<file path="config.mk">
export PLATFORM = sky130hd
export DESIGN_NAME = mmm_final
export DESIGN_NICKNAME = d
export VERILOG_FILES = /design/src/rtl/assert_macros.svh /design/src/rtl/mmm_pkg.sv /design/src/rtl/mmm_final.sv
export SDC_FILE = /design/constraint.sdc
export NUM_CORES = 1
export LEC_CHECK = 0
export BUFFER_PORTS_ARGS = -buffer_cell sky130_fd_sc_hd__buf_2
export CORE_AREA = 2 2 348 350
export DETAILED_ROUTE_END_ITERATION = 10
export DIE_AREA = 0 0 350 352
export GPL_ROUTABILITY_DRIVEN = 0
export HOLD_SLACK_MARGIN = 0.15
export PLACE_DENSITY_LB_ADDON = 0.1
export SLEW_MARGIN = 15
export SYNTH_ARGS = -nofsm -noshare
export SYNTH_HDL_FRONTEND = slang
export SYNTH_SLANG_ARGS = --single-unit
</file>
<file path="constraint.sdc">
create_clock -name clk -period 0.8 [get_ports clk]
set_input_delay 0.08 -clock clk [delete_from_list [all_inputs] [get_ports clk]]
set_output_delay 0.08 -clock clk [all_outputs]
set_load 0.05 [all_outputs]
</file>
<file path="src/rtl/assert_macros.svh">
// Assertion macros shared by the RTL.
// No dependencies.
`ifndef ASSERT_MACROS_SVH
`define ASSERT_MACROS_SVH

// Implication checked on every rising clock edge outside reset
`define ASSERT_IMPL(label, clk, rst_n, pre, post) \
    label: assert property (@(posedge clk) disable iff (!rst_n) (pre) |-> (post)) \
        else $error("assertion failed");

// Next-cycle implication
`define ASSERT_NEXT(label, clk, rst_n, pre, post) \
    label: assert property (@(posedge clk) disable iff (!rst_n) (pre) |=> (post)) \
        else $error("assertion failed");

`endif

</file>
<file path="src/rtl/mmm_pkg.sv">
// Shared types and constants for the Montgomery multiplier.
// No dependencies.
`default_nettype none

package mmm_pkg;

    localparam int LimbCount  = 4;
    localparam int LimbWidth  = 64;
    localparam int HalfWidth  = LimbWidth / 2;
    localparam int AccWidth   = LimbWidth * (LimbCount + 2);
    // pipeline stages inside one cell
    localparam int CellStages = 5;

    typedef logic [LimbWidth-1:0] limb_t;
    typedef limb_t [LimbCount-1:0] num_t;
    // accumulator: LimbCount+2 limbs, the limbs above the low LimbCount hold the carries
    typedef limb_t [LimbCount+1:0] acc_t;
    // four 32x32 partial products of one limb pair: lo*lo, lo*hi, hi*lo, hi*hi
    typedef limb_t [3:0] quad_t;

    // register indexes
    localparam int RegNegInv = LimbCount;

endpackage

`default_nettype wire

</file>
<file path="src/rtl/mmm_final.sv">
// Final conditional subtraction of p and result register.
// Uses mmm_pkg.
`default_nettype none

module mmm_final
    import mmm_pkg::*;
(
    input  wire logic clk,
    input  wire logic rst_n,
    input  wire logic in_valid,
    input  acc_t      t_in,
    input  num_t      modulus,
    output logic      out_valid,
    output num_t      res
);

    logic [LimbCount*LimbWidth:0] diff;
    logic [LimbCount*LimbWidth-1:0] lowv, pv;
    logic valid_reg;
    num_t res_reg, res_next;

    // subtract p when limb LimbCount of t is nonzero or the subtraction has no borrow
    always_comb
    begin
        lowv = t_in[LimbCount-1:0];
        pv   = modulus;
        diff = {1'b0, lowv} - {1'b0, pv};
        if ((t_in[LimbCount] != '0) || !diff[LimbCount*LimbWidth])
            res_next = diff[LimbCount*LimbWidth-1:0];
        else
            res_next = lowv;
    end

    always_ff @(posedge clk or negedge rst_n)
    begin
        if (!rst_n)
            valid_reg <= 1'b0;
        else
            valid_reg <= in_valid;
    end

    always_ff @(posedge clk)
    begin
        res_reg <= res_next;
    end

    assign out_valid = valid_reg;
    assign res       = res_reg;

endmodule

`default_nettype wire

</file>
# Yosys cells after proc, flatten, opt, wreduce, memory -nomap -nowiden
# Index checks and enable logic that the tools add are counted.
[op_classes]
muxes = 1
addsub = 1
n_reduce_logical = 3
[op_table]
columns = ["operator", "count"]
rows = [
  ["256-bit by 256-bit subtractor with 257-bit output", 1],
  ["256-bit two-way mux", 1],
  ["64-bit nonzero test", 1],
  ["1-bit logical NOT", 1],
  ["1-bit logical OR", 1],
]
[word_totals]
in_bits = 643
reg_bits = 257
wordCells = 10
output_inout_bits = 257

# Longest topological paths before layout
[logic_depth]
depth_word = 4
mapped_depth = 20
depth_no_buf = 18

# Worst setup path before layout
# No wires, ideal clock.
[synth_path]
kind = "input to register"
startpoint = "in t_in[0] (netlist name)"
endpoint = "reg res_reg, in the netlist res[244]"
path_stages = 20
required_time_ns = 0.676
setup_slack_ns = -3.091
t_arrival_ns = 3.767
path_buffers = 3
cell_sequence = "inv_1 -> ha_1 -> fa_1 -> nand2b_1 -> a21oi_1 -> o21ai_1 -> a211oi_1 -> o31ai_1 -> a2111oi_2 -> nor3_2 -> a21oi_4 -> a31oi_1 -> o31a_1 -> o31ai_4 -> a21oi_2 -> buf_6 -> buf_2 -> buf_2 -> nand2_1 -> o41ai_2"
[synth_lines]
columns = ["element", "line", "text"]
rows = [
  ["from (decl)", "mmm_final.sv:11", "input acc_t t_in,"],
  ["to (signal assigned)", "mmm_final.sv:44", "res_reg <= res_next;"],
  ["to (decl)", "mmm_final.sv:20", "num_t res_reg, res_next;"],
]

==> results.yml <==
logic_synthesis:
  synth_top_area_cell: "dfxtp_1"
  ys_types: 74
  ys_seq_area_frac: 0.187
  synth_edf_count: 0
  synthTopCellsByArea: "dfxtp_1 19%, ha_1 12%, nand2_1 8.7%"
  synth_top_flop_cell: "dfxtp_1"
  syn_inst: 4151
  synth.avg_cell_area_um2: 6.63
  netlist.area_leader.share: 0.186
  synthArstFlopShare: 0.00389
  synth.most_common_cell: "nand2_1"
  synth.net_count: 5051
  yosys-top-cells-count: "638 x nand2_1, 475 x a21oi_1, 332 x inv_1"
  synth_seq_cells: 257
  synth_area_um2: 27500
  yosysWarnings: 0
finish:
  drive_gt1_frac: 0.419
  regArea_um2: 5150
  largest_reg_flops: 256
  nFillCells: 12698
  multi_input_area_um2: 21600
  finish.utilization: 0.432
  final_area_um2: 51600
  syn_to_final_growth_pct: 87.4
  fin_nets: 7647
drt:
  drt_iter0_drc: 2594
  num_vias: 39842
  drcViolationCount: 0
  wire_per_inst_um: 21.3
  ant_nets: 0
  wl_um: 179000
  via_per_inst: 4.75
  drtPass1Iterations: 5
worst_setup_path:
  crit_type: "in2reg"
  worst_ep_arrival_time_ps: 4330
  critPathRequiredTime_ps: 1300
  worstPathMaxFanout: 5
  cp-start-kind: "input pin"
  startpoint: "t_in[37]"
  cp-end-kind: "flop"
timing:
  fin_crit_ps: 3830
  rsz0062_at_grt: "true"
  finalHoldViolCount: 54
  slew_headroom: 0.427
  setup_viol: 513
  clock.fmax_ghz: 0.261
  fin_crit_sh: 4.79
  worstMarginPinSlew_ps: 850
  hold_slack_ps: -342
  finalMaxSlewViolations: 0
  setup_tns_ps: -863040
  fin_ws_ps: -3030
clocking:
  cts_buffers: 38
  cts_buffer_depth: 3
  tritoncts: "built"
  cts_htree_levels: 2
  cts.clk_slew.worst_paths_ps: 70
  clock_sinks: 257
  root_buffer: "clkbuf_16"
placement:
  io_buffers: 835
  dpl.hpwl_um: 153000
  pre_cts_ws_ps: -4280
  placed_area_um2: 46300
global_routing:
  grt_pass1_vias: 39819
  grt_max_degree: 63
  antenna_found_initial: 51
  grt_pass1_wl_um: 252000
  grt_usage: 0.275
  gr-total-overflow: 0
floorplan:
  die_w_um: 350
  initial_core_util: 0.231
  io_pins: 900
  dieArea_um2: 123000
  core-area_um2: 119000
  die_y_um: 352
  rows: 127
worst_hold_path:
  min_path_type: "in2reg"
  holdPathStages: 3
  hold_start: "t_in[177]"
  holdPathEnd: "res[177]"
power_and_ir_drop:
  p_leak_nw: 25.0
  irDropWorstVdd_uv: 1810
  pwr_density_cell_nw_per_um2: 1660
status:
  status: "finished, violations left"
  violations: "hold timing, setup timing"
run:
  maxCapViolCount: 0
==> kinds of logic (layout without fill, tap and decap cells) <==
logic type	count (synthesis)	count (layout)	synth area share
AOI/OAI and AO/OA	1449	1449	0.310
and+or+nand+nor	1385	1385	0.226
buffers and inverters	543	3167	0.0767
adders and majority gates	257	257	0.117
DFF	257	257	0.187
xor gates and xnor gates	248	248	0.0789
muxes	12	12	0.00477
other	0	9	0
==> cells in the final DEF, fill, tap and decap left out, types with 48 or more instances in the layout <==
| master | n |
|---|---|
| dfxtp_1 | 256 |
| buf_4 | 1677 |
| nand2_1 | 623 |
| o21bai_1 | 89 |
| xnor2_1 | 145 |
| nor3_1 | 62 |
| nor2_1 | 306 |
| ha_1 | 215 |
| dlygate4sd3_1 | 208 |
| o21ai_0 | 279 |
| nand4_1 | 171 |
| buf_2 | 795 |
| o21ai_1 | 215 |
| xor2_1 | 103 |
| inv_1 | 323 |
| a21oi_1 | 456 |
| nand3_1 | 51 |
| a21o_1 | 112 |
| o21a_1 | 48 |
==> worst max-delay path: stages <==
cell	delay, ps
buf_2	140
ha_2	370
buf_4	120
nand4_1	130
or3_4	370
o211ai_1	400
a21boi_1	160
o211ai_1	510
buf_4	220
a41o_4	220
o21ai_4	90
nor4_4	260
a311oi_2	90
o211ai_1	230
buf_4	190
a31oi_4	110
a31oi_2	220
xor2_1	100
mux2_4	280
==> worst max-delay path by stage <==
stage                     endpoint
after floorplan           res[164]
after global placement    res[250]
after detailed placement  res[250]
after CTS                 res[250]
after global routing      res[244]
final                     res[250]
==> metal layers <==
metal  share of wire  global-route usage  vias up
met4           0.035              0.0932       46
met1            0.43               0.348    18270
li1                -                   -    19861
met2            0.45               0.444     1371
met3           0.085              0.0805      294
met5          0.0016                   0        -
==> final cells by class <==
| cell class | count | area share |
|---|---|---|
| Tap cell | 1612 | 0.0391 |
| Clock inverter | 12 | 0.00243 |
| Antenna cell | 9 | 0.000437 |
| Multi-Input combinational cell | 3351 | 0.418 |
| Timing Repair Buffer | 2767 | 0.394 |
| Clock buffer | 56 | 0.0221 |
| Sequential cell | 257 | 0.0998 |
| Inverter | 332 | 0.0244 |
==> where the power goes <==
part           switching (mW)  leakage, nW  internal, mW
logic                    30.2         22.2          20.3
registers                1.31         2.17          15.9
clock network            7.57        0.618          10.5
==> what timing repair did <==
item                                    in CTS  in global routing
endpoints found under the hold margin      258                107
resized for setup                          139                147
cloned                                       5                  7
pin swaps                                   48                 48
setup buffers                                8                 20
hold buffers                               170                 38
endpoints found under the setup margin     513                513
==> metrics by stage <==
step	total power, mW	std cells
floorplan	41.6	4151
global placement	65.8	8074
detailed placement	65.6	8074
CTS	85.5	8325
global route	90.1	8394
finish	85.8	8396
Power figures use the tool's default switching activity.
